File: src/design/bitmap_first_fit_allocator_unit_defines.svh
// Assertion macros shared by the bitmap first-fit allocator RTL.
// Depends on nothing; included by the modules that carry assertions.
`ifndef BITMAP_FIRST_FIT_ALLOCATOR_UNIT_DEFINES_SVH
`define BITMAP_FIRST_FIT_ALLOCATOR_UNIT_DEFINES_SVH

// Consequent must hold in the same cycle as the antecedent.
`define BFFA_ASSERT_NOW(label, clk, rst_n, ante, cons, msg) \
    label: assert property (@(posedge clk) disable iff (!(rst_n)) (ante) |-> (cons)) \
        else $error(msg);

// Consequent must hold in the cycle after the antecedent.
`define BFFA_ASSERT_NEXT(label, clk, rst_n, ante, cons, msg) \
    label: assert property (@(posedge clk) disable iff (!(rst_n)) (ante) |=> (cons)) \
        else $error(msg);

`endif

File: src/design/bffa_pkg.sv
// Package of the bitmap first-fit allocator: field widths, codes and word types.
// Depends on nothing; used by the top level, the sequencer and the testbench.
`timescale 1ns / 1ps
`default_nettype none

package bffa_pkg;

    // Field widths of the input and result words.
    localparam int MODE_W   = 2;
    localparam int START_W  = 10;
    localparam int LEN_W    = 11;
    localparam int STATUS_W = 2;
    localparam int RUN_W    = 10;
    localparam int BIU_W    = 8;

    // Default bitmap size in bytes and reset value of the window register.
    localparam int              MAP_BYTES_DEF = 128;
    localparam logic [BIU_W-1:0] BIU_RESET    = 8'd128;

    // Request modes.
    localparam logic [MODE_W-1:0] MODE_SEARCH = 2'd0;
    localparam logic [MODE_W-1:0] MODE_ALLOC  = 2'd1;
    localparam logic [MODE_W-1:0] MODE_FREE   = 2'd2;

    // Result status codes.
    localparam logic [STATUS_W-1:0] ST_OK        = 2'd0;
    localparam logic [STATUS_W-1:0] ST_NOT_FOUND = 2'd1;
    localparam logic [STATUS_W-1:0] ST_BEYOND    = 2'd2;

    // Register index of the window register.
    localparam logic REG_BYTES_IN_USE = 1'b0;

    // One request word.
    typedef struct packed {
        logic [MODE_W-1:0]  mode;
        logic [START_W-1:0] start_req;
        logic [LEN_W-1:0]   length;
    } t_item;

    // One result word.
    typedef struct packed {
        logic [STATUS_W-1:0] status;
        logic [RUN_W-1:0]    run_start;
    } t_result;

endpackage

`default_nettype wire

File: src/design/bitmap_first_fit_allocator_unit.sv
// Operation: search scans the window and marking reads and rewrites the bytes spanned,
// one bitmap byte per cycle; other and rejected requests go straight to the result word.
// Flow: one request at a time; the next word is taken once the result is passed on.
// Reset: synchronous, active low; afterwards a clearing pass zeroes every bitmap byte in
// turn, during which no request word is taken. The window register resets to 128.
// Top level of the bitmap first-fit allocator; depends on bffa_pkg, bffa_ctrl, bffa_bitmap_ram.
`timescale 1ns / 1ps
`default_nettype none

module bitmap_first_fit_allocator_unit
    import bffa_pkg::*;
#(
    parameter int MAP_BYTES = MAP_BYTES_DEF
) (
    input  wire logic        i_clk,
    input  wire logic        i_rst_n,
    // Request stream
    input  wire logic        s_axis_tvalid,
    output logic             s_axis_tready,
    input  wire logic [23:0] s_axis_tdata,  // start_req [9:0], length [20:10], zero [23:21]
    input  wire logic [1:0]  s_axis_tuser,  // mode [1:0]
    // Result stream
    output logic             m_axis_tvalid,
    input  wire logic        m_axis_tready,
    output logic      [15:0] m_axis_tdata,  // run_start [9:0], zero [15:10]
    output logic      [1:0]  m_axis_tuser,  // status [1:0]
    // Register port
    input  wire logic        psel,
    input  wire logic        penable,
    input  wire logic        pwrite,
    input  wire logic [2:0]  paddr,
    input  wire logic [31:0] pwdata,
    output logic      [31:0] prdata,
    output logic             pready
);

    localparam int AW = (MAP_BYTES > 1) ? $clog2(MAP_BYTES) : 1;

    logic [BIU_W-1:0] r_bytes_in_use;
    t_item            item;
    logic             res_valid;
    logic             res_ready;
    t_result          res;
    logic             r_out_vld;
    t_result          r_out;
    logic             we;
    logic [AW-1:0]    waddr;
    logic [7:0]       wdata;
    logic             re;
    logic [AW-1:0]    raddr;
    logic [7:0]       rdata;

    // Window register write and read-back.
    assign pready = 1'b1;
    always_ff @(posedge i_clk) begin
        if (!i_rst_n) begin
            r_bytes_in_use <= BIU_RESET;
        end else if (psel && penable && pwrite && pready && paddr[2] == REG_BYTES_IN_USE) begin
            r_bytes_in_use <= pwdata[BIU_W-1:0];
        end
    end
    assign prdata = (paddr[2] == REG_BYTES_IN_USE) ? {{(32 - BIU_W){1'b0}}, r_bytes_in_use}
                                                   : '0;

    // Request word unpacking.
    assign item.mode      = s_axis_tuser;
    assign item.start_req = s_axis_tdata[START_W-1:0];
    assign item.length    = s_axis_tdata[START_W+LEN_W-1:START_W];

    bffa_ctrl #(
        .MAP_BYTES (MAP_BYTES),
        .AW        (AW)
    ) u_ctrl (
        .i_clk          (i_clk),
        .i_rst_n        (i_rst_n),
        .i_valid        (s_axis_tvalid),
        .o_ready        (s_axis_tready),
        .i_item         (item),
        .i_bytes_in_use (r_bytes_in_use),
        .o_res_valid    (res_valid),
        .i_res_ready    (res_ready),
        .o_res          (res),
        .o_we           (we),
        .o_waddr        (waddr),
        .o_wdata        (wdata),
        .o_re           (re),
        .o_raddr        (raddr),
        .i_rdata        (rdata)
    );

    bffa_bitmap_ram #(
        .DEPTH (MAP_BYTES),
        .AW    (AW)
    ) u_ram (
        .i_clk   (i_clk),
        .i_we    (we),
        .i_waddr (waddr),
        .i_wdata (wdata),
        .i_re    (re),
        .i_raddr (raddr),
        .o_rdata (rdata)
    );

    // Output register: a finished result waits here while the next request starts.
    assign res_ready = !r_out_vld || m_axis_tready;
    always_ff @(posedge i_clk) begin
        if (!i_rst_n) begin
            r_out_vld <= 1'b0;
        end else if (res_ready) begin
            r_out_vld <= res_valid;
        end
    end
    always_ff @(posedge i_clk) begin
        if (res_ready && res_valid) begin
            r_out <= res;
        end
    end

    assign m_axis_tvalid = r_out_vld;
    assign m_axis_tdata  = {{(16 - RUN_W){1'b0}}, r_out.run_start};
    assign m_axis_tuser  = r_out.status;

endmodule

`default_nettype wire

File: src/design/bffa_bitmap_ram.sv
// Bitmap storage of the allocator: one write port, one read port, registered read data.
// Depends on nothing but its parameters.
`timescale 1ns / 1ps
`default_nettype none

module bffa_bitmap_ram #(
    parameter int DEPTH = 128,
    parameter int AW    = 7
) (
    input  wire logic          i_clk,
    input  wire logic          i_we,
    input  wire logic [AW-1:0] i_waddr,
    input  wire logic [7:0]    i_wdata,
    input  wire logic          i_re,
    input  wire logic [AW-1:0] i_raddr,
    output logic      [7:0]    o_rdata
);

    logic [7:0] r_mem [DEPTH];
    logic [7:0] r_rdata;

    // Write port.
    always_ff @(posedge i_clk) begin
        if (i_we) begin
            r_mem[i_waddr] <= i_wdata;
        end
    end

    // Read port with registered read data.
    always_ff @(posedge i_clk) begin
        if (i_re) begin
            r_rdata <= r_mem[i_raddr];
        end
    end

    assign o_rdata = r_rdata;

endmodule

`default_nettype wire

File: src/design/bffa_ctrl.sv
// Sequencer of the allocator: clearing pass, first-fit byte scan and range marking
// by read-modify-write of the bitmap memory. Depends on bffa_pkg and the macro header.
`timescale 1ns / 1ps
`default_nettype none

`include "bitmap_first_fit_allocator_unit_defines.svh"

module bffa_ctrl
    import bffa_pkg::*;
#(
    parameter int MAP_BYTES = MAP_BYTES_DEF,
    parameter int AW        = 7
) (
    input  wire logic             i_clk,
    input  wire logic             i_rst_n,
    // Request word
    input  wire logic             i_valid,
    output logic                  o_ready,
    input  wire t_item            i_item,
    // Window register
    input  wire logic [BIU_W-1:0] i_bytes_in_use,
    // Result word
    output logic                  o_res_valid,
    input  wire logic             i_res_ready,
    output t_result               o_res,
    // Bitmap memory
    output logic                  o_we,
    output logic      [AW-1:0]    o_waddr,
    output logic      [7:0]       o_wdata,
    output logic                  o_re,
    output logic      [AW-1:0]    o_raddr,
    input  wire logic [7:0]       i_rdata
);

    // Unit index width, sum width and window compare width.
    localparam int UW  = AW + 3;
    localparam int SW  = (UW + 1 > 12) ? UW + 1 : 12;
    localparam int WW  = (AW + 1 > BIU_W) ? AW + 1 : BIU_W;
    localparam logic [SW-1:0] TOTAL_UNITS = SW'(8 * MAP_BYTES);
    localparam logic [AW-1:0] LAST_BYTE   = AW'(MAP_BYTES - 1);

    typedef enum logic [4:0] {
        S_CLEAR = 5'b00001,
        S_IDLE  = 5'b00010,
        S_SCAN  = 5'b00100,
        S_MARK  = 5'b01000,
        S_DONE  = 5'b10000
    } t_state;

    t_state             r_state, n_state;
    logic [AW-1:0]      r_issue_addr, n_issue_addr;
    logic               r_issue_done, n_issue_done;
    logic               r_rd_vld;
    logic [AW-1:0]      r_rd_addr;
    logic [AW-1:0]      r_last, n_last;
    logic [MODE_W-1:0]  r_mode, n_mode;
    logic [START_W-1:0] r_start, n_start;
    logic [LEN_W-1:0]   r_len, n_len;
    logic [SW-1:0]      r_end, n_end;
    logic [LEN_W-1:0]   r_count, n_count;
    logic [UW-1:0]      r_begin, n_begin;
    t_result            r_res, n_res;

    logic [SW-1:0]      sum_end;
    logic [WW-1:0]      win_bytes;
    logic [LEN_W-1:0]   scan_cnt;
    logic [UW-1:0]      scan_beg;
    logic               scan_hit;
    logic [7:0]         mark_mask;
    logic [SW-1:0]      unit_ix;

    // Per-byte scan: eight units, most significant bit first.
    always_comb begin
        scan_cnt = r_count;
        scan_beg = r_begin;
        scan_hit = 1'b0;
        for (int i = 0; i < 8; i++) begin
            if (!scan_hit) begin
                if (!i_rdata[3'(7 - i)]) begin
                    if (scan_cnt == '0) begin
                        scan_beg = {r_rd_addr, 3'(i)};
                    end
                    scan_cnt = scan_cnt + 1'b1;
                    if (scan_cnt == r_len) begin
                        scan_hit = 1'b1;
                    end
                end else begin
                    scan_cnt = '0;
                end
            end
        end
    end

    // Bits of the byte in flight that fall inside the marked range.
    always_comb begin
        mark_mask = '0;
        unit_ix   = '0;
        for (int i = 0; i < 8; i++) begin
            unit_ix = SW'({r_rd_addr, 3'(i)});
            mark_mask[3'(7 - i)] = (unit_ix >= SW'(r_start)) && (unit_ix < r_end);
        end
    end

    assign sum_end   = SW'(i_item.start_req) + SW'(i_item.length);
    assign win_bytes = (WW'(i_bytes_in_use) > WW'(MAP_BYTES)) ? WW'(MAP_BYTES)
                                                             : WW'(i_bytes_in_use);

    // Next-state logic and memory port control.
    always_comb begin
        n_state      = r_state;
        n_issue_addr = r_issue_addr;
        n_issue_done = r_issue_done;
        n_last       = r_last;
        n_mode       = r_mode;
        n_start      = r_start;
        n_len        = r_len;
        n_end        = r_end;
        n_count      = r_count;
        n_begin      = r_begin;
        n_res        = r_res;
        o_ready      = 1'b0;
        o_res_valid  = 1'b0;
        o_re         = 1'b0;
        o_raddr      = r_issue_addr;
        o_we         = 1'b0;
        o_waddr      = r_rd_addr;
        o_wdata      = '0;

        unique case (r_state)
            S_CLEAR: begin
                o_we         = 1'b1;
                o_waddr      = r_issue_addr;
                n_issue_addr = r_issue_addr + 1'b1;
                if (r_issue_addr == LAST_BYTE) begin
                    n_issue_addr = '0;
                    n_state      = S_IDLE;
                end
            end

            S_IDLE: begin
                o_ready = 1'b1;
                if (i_valid) begin
                    n_mode           = i_item.mode;
                    n_start          = i_item.start_req;
                    n_len            = i_item.length;
                    n_end            = sum_end;
                    n_count          = '0;
                    n_begin          = '0;
                    n_issue_done     = 1'b0;
                    n_res.status     = ST_OK;
                    n_res.run_start  = '0;
                    n_state          = S_DONE;
                    if (i_item.mode == MODE_SEARCH) begin
                        if (i_item.length == '0 || win_bytes == '0) begin
                            n_res.status = ST_NOT_FOUND;
                        end else begin
                            n_issue_addr = '0;
                            n_last       = AW'(win_bytes - 1'b1);
                            n_state      = S_SCAN;
                        end
                    end else if (i_item.mode == MODE_ALLOC || i_item.mode == MODE_FREE) begin
                        if (sum_end > TOTAL_UNITS) begin
                            n_res.status = ST_BEYOND;
                        end else if (i_item.length != '0) begin
                            n_issue_addr = AW'(SW'(i_item.start_req) >> 3);
                            n_last       = AW'((sum_end - 1'b1) >> 3);
                            n_state      = S_MARK;
                        end
                    end
                end
            end

            S_SCAN: begin
                // Issue the next byte read while the previous one is examined.
                if (!r_issue_done) begin
                    o_re = 1'b1;
                    if (r_issue_addr == r_last) begin
                        n_issue_done = 1'b1;
                    end else begin
                        n_issue_addr = r_issue_addr + 1'b1;
                    end
                end
                if (r_rd_vld) begin
                    n_count = scan_cnt;
                    n_begin = scan_beg;
                    if (scan_hit) begin
                        n_res.status    = ST_OK;
                        n_res.run_start = RUN_W'(scan_beg);
                        n_state         = S_DONE;
                    end else if (r_rd_addr == r_last) begin
                        n_res.status = ST_NOT_FOUND;
                        n_state      = S_DONE;
                    end
                end
            end

            S_MARK: begin
                if (!r_issue_done) begin
                    o_re = 1'b1;
                    if (r_issue_addr == r_last) begin
                        n_issue_done = 1'b1;
                    end else begin
                        n_issue_addr = r_issue_addr + 1'b1;
                    end
                end
                // Write back the byte whose read was issued in the cycle before.
                if (r_rd_vld) begin
                    o_we    = 1'b1;
                    o_wdata = (r_mode == MODE_ALLOC) ? (i_rdata | mark_mask)
                                                     : (i_rdata & ~mark_mask);
                    if (r_rd_addr == r_last) begin
                        n_state = S_DONE;
                    end
                end
            end

            S_DONE: begin
                o_res_valid = 1'b1;
                if (i_res_ready) begin
                    n_state = S_IDLE;
                end
            end

            default: begin
                n_state = S_IDLE;
            end
        endcase
    end

    // Control registers.
    always_ff @(posedge i_clk) begin
        if (!i_rst_n) begin
            r_state      <= S_CLEAR;
            r_issue_addr <= '0;
            r_issue_done <= 1'b0;
            r_rd_vld     <= 1'b0;
        end else begin
            r_state      <= n_state;
            r_issue_addr <= n_issue_addr;
            r_issue_done <= n_issue_done;
            r_rd_vld     <= o_re;
        end
    end

    // Payload registers.
    always_ff @(posedge i_clk) begin
        r_rd_addr <= o_raddr;
        r_last    <= n_last;
        r_mode    <= n_mode;
        r_start   <= n_start;
        r_len     <= n_len;
        r_end     <= n_end;
        r_count   <= n_count;
        r_begin   <= n_begin;
        r_res     <= n_res;
    end

    assign o_res = r_res;

    // Checks on the sequencer.
    `BFFA_ASSERT_NOW(a_write_only_clear_mark, i_clk, i_rst_n, o_we,
        (r_state == S_CLEAR || r_state == S_MARK), "bitmap written outside clear or mark")
    `BFFA_ASSERT_NOW(a_mark_writes_read_byte, i_clk, i_rst_n, (r_state == S_MARK && o_we),
        (o_waddr == $past(o_raddr)), "mark writes a byte other than the one read")
    `BFFA_ASSERT_NEXT(a_result_held, i_clk, i_rst_n, (r_state == S_DONE && !i_res_ready),
        (r_state == S_DONE && $stable(r_res)), "pending result changed before delivery")
    `BFFA_ASSERT_NEXT(a_accept_leaves_idle, i_clk, i_rst_n, (i_valid && o_ready),
        (r_state != S_IDLE), "accepted request did not start work")

endmodule

`default_nettype wire

File: config.mk
export PLATFORM = sky130hd
export DESIGN_NAME = bitmap_first_fit_allocator_unit
export DESIGN_NICKNAME = d
export VERILOG_FILES = /design/src/design/bffa_pkg.sv /design/src/design/bitmap_first_fit_allocator_unit.sv /design/src/design/bffa_bitmap_ram.sv /design/src/design/bffa_ctrl.sv
export VERILOG_INCLUDE_DIRS = /design/src /design/src/design
export SDC_FILE = /design/constraint.sdc
export NUM_CORES = 1
export LEC_CHECK = 0
export CAP_MARGIN = 10
export CORE_MARGIN = 2
export CORE_UTILIZATION = 29
export CTS_BUF_LIST = sky130_fd_sc_hd__clkbuf_4 sky130_fd_sc_hd__clkbuf_8
export DETAILED_ROUTE_END_ITERATION = 6
export DONT_BUFFER_PORTS = 1
export GPL_TIMING_DRIVEN = 0
export SYNTH_ARGS = -nofsm -noshare
export SYNTH_HDL_FRONTEND = slang
export SYNTH_SLANG_ARGS = --single-unit
export TNS_END_PERCENT = 20
File: constraint.sdc
create_clock -name i_clk -period 3.25 [get_ports i_clk]
set_input_delay 0.1625 -clock i_clk [delete_from_list [all_inputs] [get_ports i_clk]]
set_output_delay 0.1625 -clock i_clk [all_outputs]
set_load 0.05 [all_outputs]
==> results of run 1 <==
==> critical path: cells and delay by family <==
family / cells / cell delay [ps]
fa+ha+maj: 2 / 650
simple gates: 2 / 720
compound gates: 4 / 1260
==> sequential cells by signal, summed over array words and instances, names as in the netlist, 2 cells and up <==
signal,cells
u_ctrl.r_state,5
u_ctrl.r_rd_addr,7
u_ctrl.r_last,7
u_ctrl.o_res,2
r_bytes_in_use,8
m_axis_tuser,2
u_ctrl.o_raddr,7
==> layout make-up <==
| cell class | count | area, um2 | share of cell area |
|---|---|---|---|
| multi-input combinational | 326 | 2040 | 0.544 |
| sequential | 41 | 931 | 0.248 |
| buffer | 51 | 398 | 0.106 |
| tap | 140 | 175 | 0.0466 |
| timing repair buffer | 8 | 80.1 | 0.0213 |
| clock buffer | 5 | 68.8 | 0.0183 |
| inverter | 12 | 45.0 | 0.0120 |
| clock inverter | 3 | 16.3 | 0.00433 |
==> cells by family after synthesis <==
family	count (synthesis)	share of synthesized area
adder cells (fa/ha/maj)	14	0.0558
AO/OA/AOI/OAI	94	0.202
other	2	0.00230
buffers and inverters	63	0.135
multiplexers	1	0.00306
AND/OR/NAND/NOR	147	0.237
flip-flops	41	0.285
XOR/XNOR	29	0.0799
==> cells in the final DEF, fill, tap and decap left out, drive strengths merged, types with 9 or more instances in the layout <==
cell and n:
o21ai 17, nor2 30, dfxtp 30, nor3 14, edfxtp 11, nor2b 11
conb 41, a21oi 30, nand3 14, ha 13, nand2 38, xnor2 24
buf 47, inv 12, clkbuf 9
==> worst min path at each step <==
stage	start	to	slack (ps)	depth (start not counted)
final	i_rst_n	u_ctrl.o_raddr[6]$_SDFFE_PN0P_	5	1
after global routing	s_axis_tvalid	u_ctrl.r_state[3]$_SDFFE_PN0P_	4	2
after CTS	i_rst_n	u_ctrl.o_raddr[6]$_SDFFE_PN0P_	0.3	1
after detailed placement	i_rst_n	u_ctrl.r_state[0]$_SDFFE_PN1P_	230	1
after global placement	i_rst_n	u_ctrl.r_state[0]$_SDFFE_PN1P_	230	1
after floorplan	i_rst_n	u_ctrl.r_state[0]$_SDFFE_PN1P_	220	1
==> per-stage QoR <==
stage	util	cells	area (um2)	hold slack [ps]	total power, mW
floorplan	-	430	3420	224	1.07
global placement	0.329	570	3590	232	1.14
detailed placement	0.329	570	3590	230	1.15
CTS	0.344	586	3760	0.329	1.49
global route	0.344	586	3760	3.74	1.57
finish	0.344	586	3760	4.90	1.48
==> power by group <==
| part | total (mW) | internal, mW | leakage (nW) | switching (mW) |
|---|---|---|---|---|
| Sequential | 0.612 | 0.567 | 0.342 | 0.0453 |
| Combinational | 0.536 | 0.213 | 1.16 | 0.323 |
| Clock | 0.333 | 0.149 | 0.0482 | 0.184 |
| Total | 1.48 | 0.929 | 1.55 | 0.552 |
==> what timing repair did <==
| action | 4_1_cts | 5_1_grt |
|---|---|---|
| buffers inserted | 0 | 0 |
| hold endpoints to repair | 10 | 0 |
| hold buffers | 8 | 0 |
==> routing by layer <==
| layer | track usage | share of wire | routed length [um] | vias up |
|---|---|---|---|---|
| met4 | 0.0375 | 0.014 | 113 | 0 |
| li1 | - | - | - | 1439 |
| met2 | 0.244 | 0.52 | 4210 | 69 |
| met3 | 0.0247 | 0.041 | 333 | 10 |
| met5 | 0 | 0 | 0 | - |
| met1 | 0.163 | 0.43 | 3470 | 1342 |
==> results.sh, run 1 <==
export IMPL_status="finished clean"
export IMPL_crit_path_max_fanout=7
export IMPL_fin_ws_ps=366
export IMPL_cts_sinks=41
export IMPL_grt_max_degree=14
export IMPL_path_clk_slew_ps=90
export IMPL_clockRootBuffer="clkbuf_8"
export IMPL_first_iter_violations=188
export IMPL_synthFlopType="dfxtp_1"
export IMPL_worstSetupStartpoint="s_axis_tdata[0]"
export IMPL_end_kind="flop"
export IMPL_drv_cap=0
export IMPL_grt_overflow=0
export IMPL_yosysTopAreaCellShare=0.184
export IMPL_first_pass_iters=5
export IMPL_yosys_top_cells_count="44 x buf_4, 38 x nand2_1, 30 x a21oi_1, 30 x dfxtp_1, 30 x nor2_1"
export IMPL_place_hpwl_mm=6.54
export IMPL_gp_congestion=0.854
export IMPL_cts_resized=0
export IMPL_drc=0
export IMPL_relSlewSlack=0.367
export IMPL_rrSetupSlack_ps=640
export IMPL_slew_viol_final=0
export IMPL_rows=38
export IMPL_setup_viol=0
export IMPL_place_ws_ps=47.5
export IMPL_synth_cell_area_mm2=0.00327
export IMPL_die_h_um=110
export IMPL_totalNegativeSetupSlack_ps=0
export IMPL_p_leak_nw=1.55
export IMPL_wl_per_cell_um=13.9
export IMPL_reg2reg_from="u_ctrl.r_last[4]$_DFFE_PP_"
export IMPL_ys_ff_latch=41
export IMPL_netlist_instances=391
export IMPL_drive_gt1_frac=0.179
export IMPL_r2r_end="u_ctrl.o_raddr[0]$_SDFFE_PN0P_"
export IMPL_cp_slowest_cell="a31oi_1"
export IMPL_synth_edf_count=11
export IMPL_area_growth_pct=14.9
export IMPL_grt_first_pass_wirelength_mm=12.9
export IMPL_grt_usage=0.135
export IMPL_synth_distinct_cells=72
export IMPL_cts_tree="built"
export IMPL_fillCellCount=1174
export IMPL_synth_seq_area_share=0.285
export IMPL_clkLatencyLatePin_ps=300
export IMPL_ioPinCount=121
export IMPL_synth_warnings=0
export IMPL_drt_total_wl_mm=8.12
export IMPL_initial_core_util=0.299
export IMPL_htreeDepth=2
export IMPL_crit_path_cell_trace="ha_1 > fa_1 > nor2_1 > o21a_2 > o311a_1 > o221ai_2 > or4_4 > a31oi_1"
export IMPL_finClkSkew_ps=12.4
export IMPL_critPathKind="in2reg"
export IMPL_vias=2860
export IMPL_worstMarginPinSlew_ps=948
export IMPL_antenna_found_initial=0
export IMPL_synth_top_cell_by_area="dfxtp_1"
export IMPL_r2r_cells=8
export IMPL_die_w_um=110
export IMPL_cts_buffers=5
export IMPL_final_min_clock_period_ps=2880
export IMPL_finalHoldViolCount=0
export IMPL_rsz0062_at_grt="false"
export IMPL_peakVddDrop_v=0.000164
export IMPL_diodes=0
export IMPL_fmaxAchievable_ghz=0.347
export IMPL_power_density_mw_per_mm2=394
export IMPL_nets=527
export IMPL_clockBufferDepth=2
export IMPL_synthMostInstantiatedCell="buf_4"
export IMPL_drtAntennaViolNets=0
export IMPL_dieArea_mm2=0.0121
export IMPL_grt_pass1_vias=2664
export IMPL_critical_path_required_ps=3170
export IMPL_slowest_delay_ps=640
export IMPL_port_buffers=0
export IMPL_core_area_mm2=0.0109
export IMPL_start_kind="input port"
export IMPL_hold_path_class="in2reg"
export IMPL_critPathArrivalTime_ps=2810
export IMPL_synth_area_top_cells="dfxtp_1 18%, buf_4 10%, edfxtp_1 10%"
export IMPL_via_per_inst=4.88
export IMPL_avgSynthCellArea_um2=8.37
export IMPL_fin_crit_sh=0.887
export IMPL_async_flop_share=0
export IMPL_critPathCapture="u_ctrl.r_last[3]$_DFFE_PP_"
No activity file was read; power rests on OpenSTA's default activity.
==> inputs of run 2 (changes only) <==
Settings changed: ABC_AREA set to 1.
==> run 2 against run 1 <==
First-iteration DRC count shrank 8.5%. Worst hold slack gained 58 ps. Global-route usage fell by 1.5 points. Critical path depth decreased by 3. Sequential share of layout area decreased by 0.12 points. Core utilization down 1.0 points. Synthesized cell count rose by 24%. Sequential cell count unchanged. Synthesized area rose by 1.6%.
==> results.sh, run 2 <==
export IMPL_cts_sinks=41
export IMPL_drc=0
export IMPL_area_growth_pct=13.7
export IMPL_rows=39
export IMPL_reg2reg_from="u_ctrl.r_state[3]$_SDFFE_PN0P_"
export IMPL_synth_seq_area_share=0.280
export IMPL_grt_max_degree=14
export IMPL_netlist_instances=485
export IMPL_synth_cell_area_mm2=0.00332
export IMPL_worstSetupStartpoint="u_ctrl.r_state[3]$_SDFFE_PN0P_"
export IMPL_via_per_inst=4.40
export IMPL_rsz0062_at_grt="false"
export IMPL_die_h_um=111
export IMPL_final_cell_area_mm2=0.00378
export IMPL_htreeDepth=2
export IMPL_dieArea_mm2=0.0123
export IMPL_synthFlopType="dfxtp_1"
export IMPL_cts_buffers=5
export IMPL_drv_cap=0
export IMPL_critPathArrivalTime_ps=2890
export IMPL_mostFrequentLayoutCells="103 x nand2_1, 59 x inv_1, 52 x nor2_1, 42 x buf_4, 41 x conb_1"
export IMPL_critPathCapture="u_ctrl.r_last[0]$_DFFE_PP_"
export IMPL_yosysTopAreaCellShare=0.181
export IMPL_avgSynthCellArea_um2=6.85
export IMPL_fin_ws_ps=275
export IMPL_worstMarginPinSlew_ps=1050
export IMPL_fmaxAchievable_ghz=0.336
export IMPL_clkLatencyLatePin_ps=300
export IMPL_gp_congestion=0.874
export IMPL_async_flop_share=0
export IMPL_peakVddDrop_v=0.000198
export IMPL_synth_area_top_cells="dfxtp_1 18%, nand2_1 12%, edfxtp_1 9.9%"
export IMPL_die_w_um=111
export IMPL_rrSetupSlack_ps=280
export IMPL_slowest_delay_ps=800
export IMPL_hold_path_class="in2reg"
export IMPL_status="finished clean"
export IMPL_crit_path_cell_trace="or2_4 > nor4_4 > inv_2 > nor2_1 > a21boi_0"
export IMPL_dp_cells=667
export IMPL_critPathKind="reg2reg"
export IMPL_cts_tree="built"
export IMPL_post_cts_buffers=0
export IMPL_port_buffers=0
export IMPL_crit_path_max_fanout=7
export IMPL_relSlewSlack=0.296
export IMPL_clockBufferDepth=2
export IMPL_final_cells=676
export IMPL_synth_top_cell_by_area="dfxtp_1"
export IMPL_cp_num_buf_inv=1
export IMPL_grt_pass1_vias=2706
export IMPL_critical_path_required_ps=3170
export IMPL_power_density_mw_per_mm2=448
export IMPL_nets=614
export IMPL_largest_reg_flops=8
export IMPL_yosys_top_cells_count="103 x nand2_1, 59 x inv_1, 52 x nor2_1, 42 x buf_4"
export IMPL_cp_slowest_cell="a21boi_0"
export IMPL_setup_viol=0
export IMPL_cpLargestDelayFamily="simple AND/OR/NAND/NOR gates"
export IMPL_start_kind="flop"
export IMPL_path_depth=5
export IMPL_ioPinCount=121
export IMPL_totalNegativeSetupSlack_ps=0
export IMPL_synth_distinct_cells=47
export IMPL_ys_ff_latch=41
export IMPL_slew_viol_final=0
export IMPL_grt_usage=0.120
export IMPL_end_kind="flop"
export IMPL_fillCellCount=1214
export IMPL_first_pass_iters=4
export IMPL_diodes=0
export IMPL_p_leak_nw=1.88
export IMPL_r2r_cells=5
export IMPL_grt_overflow=0
export IMPL_grt_first_pass_wirelength_mm=12.3
export IMPL_hold_slack_ps=63.1
export IMPL_vias=2974
export IMPL_drt_total_wl_mm=7.45
export IMPL_clockRootBuffer="clkbuf_8"
export IMPL_synthMostInstantiatedCell="nand2_1"
export IMPL_total_power_mw=1.69
export IMPL_post_dp_cell_area_mm2=0.00365
export IMPL_r2r_end="u_ctrl.r_last[0]$_DFFE_PP_"
export IMPL_wl_per_cell_um=11.0
export IMPL_antenna_found_initial=0
export IMPL_largest_register="r_bytes_in_use"
export IMPL_place_ws_ps=69.5
export IMPL_synth_edf_count=11
export IMPL_finClkSkew_ps=9.39
export IMPL_utilization=0.334
export IMPL_final_min_clock_period_ps=2970
export IMPL_path_clk_slew_ps=80
export IMPL_drive_gt1_frac=0.156
export IMPL_drtAntennaViolNets=0
export IMPL_final_common_cell="nand2_1"
export IMPL_finalHoldViolCount=0
export IMPL_place_hpwl_mm=6.23
export IMPL_synth_warnings=0
export IMPL_initial_core_util=0.294
export IMPL_fin_crit_sh=0.915
export IMPL_first_iter_violations=172
export IMPL_core_area_mm2=0.0113
-- run 2: changes by cell type in the layout (fill, tap and decap cells not counted), sizes merged, moves of 4 or more --
cell | previous run | this run
nor2b | 11 | 0
a211o | 4 | 0
nand2 | 38 | 113
xor2 | 5 | 10
or2 | 2 | 8
nand3 | 14 | 32
and3 | 7 | 1
nor2 | 30 | 55
xnor2 | 24 | 8
nor3 | 14 | 10
dlygate4sd3 | 8 | 1
inv | 12 | 65
a21o | 5 | 0
-- run 2: cells by family (layout without fill, tap and decap cells) --
family,after synthesis,after routing,share of synthesized area
AOI/OAI and AO/OA,62,62,0.105
xor gates and xnor gates,18,18,0.0497
adders and majority gates,14,14,0.0550
buffers and inverters,112,121,0.177
DFF,41,41,0.280
other,2,41,0.00226
and+or+nand+nor,236,236,0.332
-- run 2: layout make-up --
| cell class | count | area [um2] | area share |
|---|---|---|---|
| timing repair buffer | 1 | 10.0 | 0.00265 |
| inverter | 64 | 240 | 0.0636 |
| clock buffer | 6 | 82.6 | 0.0219 |
| multi-input combinational | 371 | 1950 | 0.517 |
| tap | 143 | 179 | 0.0474 |
| buffer | 48 | 347 | 0.0918 |
| sequential | 41 | 931 | 0.246 |
| clock inverter | 2 | 36.3 | 0.00961 |
-- run 2: power breakdown --
group	switching (mW)	internal [mW]	leakage, nW
logic	0.377	0.224	1.47
registers	0.0664	0.593	0.344
clock network	0.181	0.250	0.0617
-- run 2: worst min-delay path by stage --
stage	start	endpoint	slack [ps]	depth (start not counted)
6_report	pwdata[6]	r_bytes_in_use[6]$_SDFFE_PN0P_	60	2
5_1_grt	pwdata[1]	r_bytes_in_use[1]$_SDFFE_PN0P_	50	2
4_1_cts	pwdata[6]	r_bytes_in_use[6]$_SDFFE_PN0P_	60	2
3_5_place_dp	pwdata[7]	r_bytes_in_use[7]$_SDFFE_PN1P_	310	2
3_3_place_gp	pwdata[7]	r_bytes_in_use[7]$_SDFFE_PN1P_	310	2
2_1_floorplan	pwdata[7]	r_bytes_in_use[7]$_SDFFE_PN1P_	290	2
-- run 2: what timing repair did --
| item | 4_1_cts | 5_1_grt |
|---|---|---|
| endpoints found under the hold margin | 1 | 0 |
| hold buffers | 1 | 0 |
| resized for setup | 0 | 0 |
-- run 2: layer usage --
metal / vias to the layer above / global-route usage / share of wire
li1: 1576 / - / -
met1: 1314 / 0.140 / 0.42
met2: 74 / 0.221 / 0.52
met3: 10 / 0.0262 / 0.046
met4: 0 / 0.0321 / 0.012
met5: - / 0 / 0
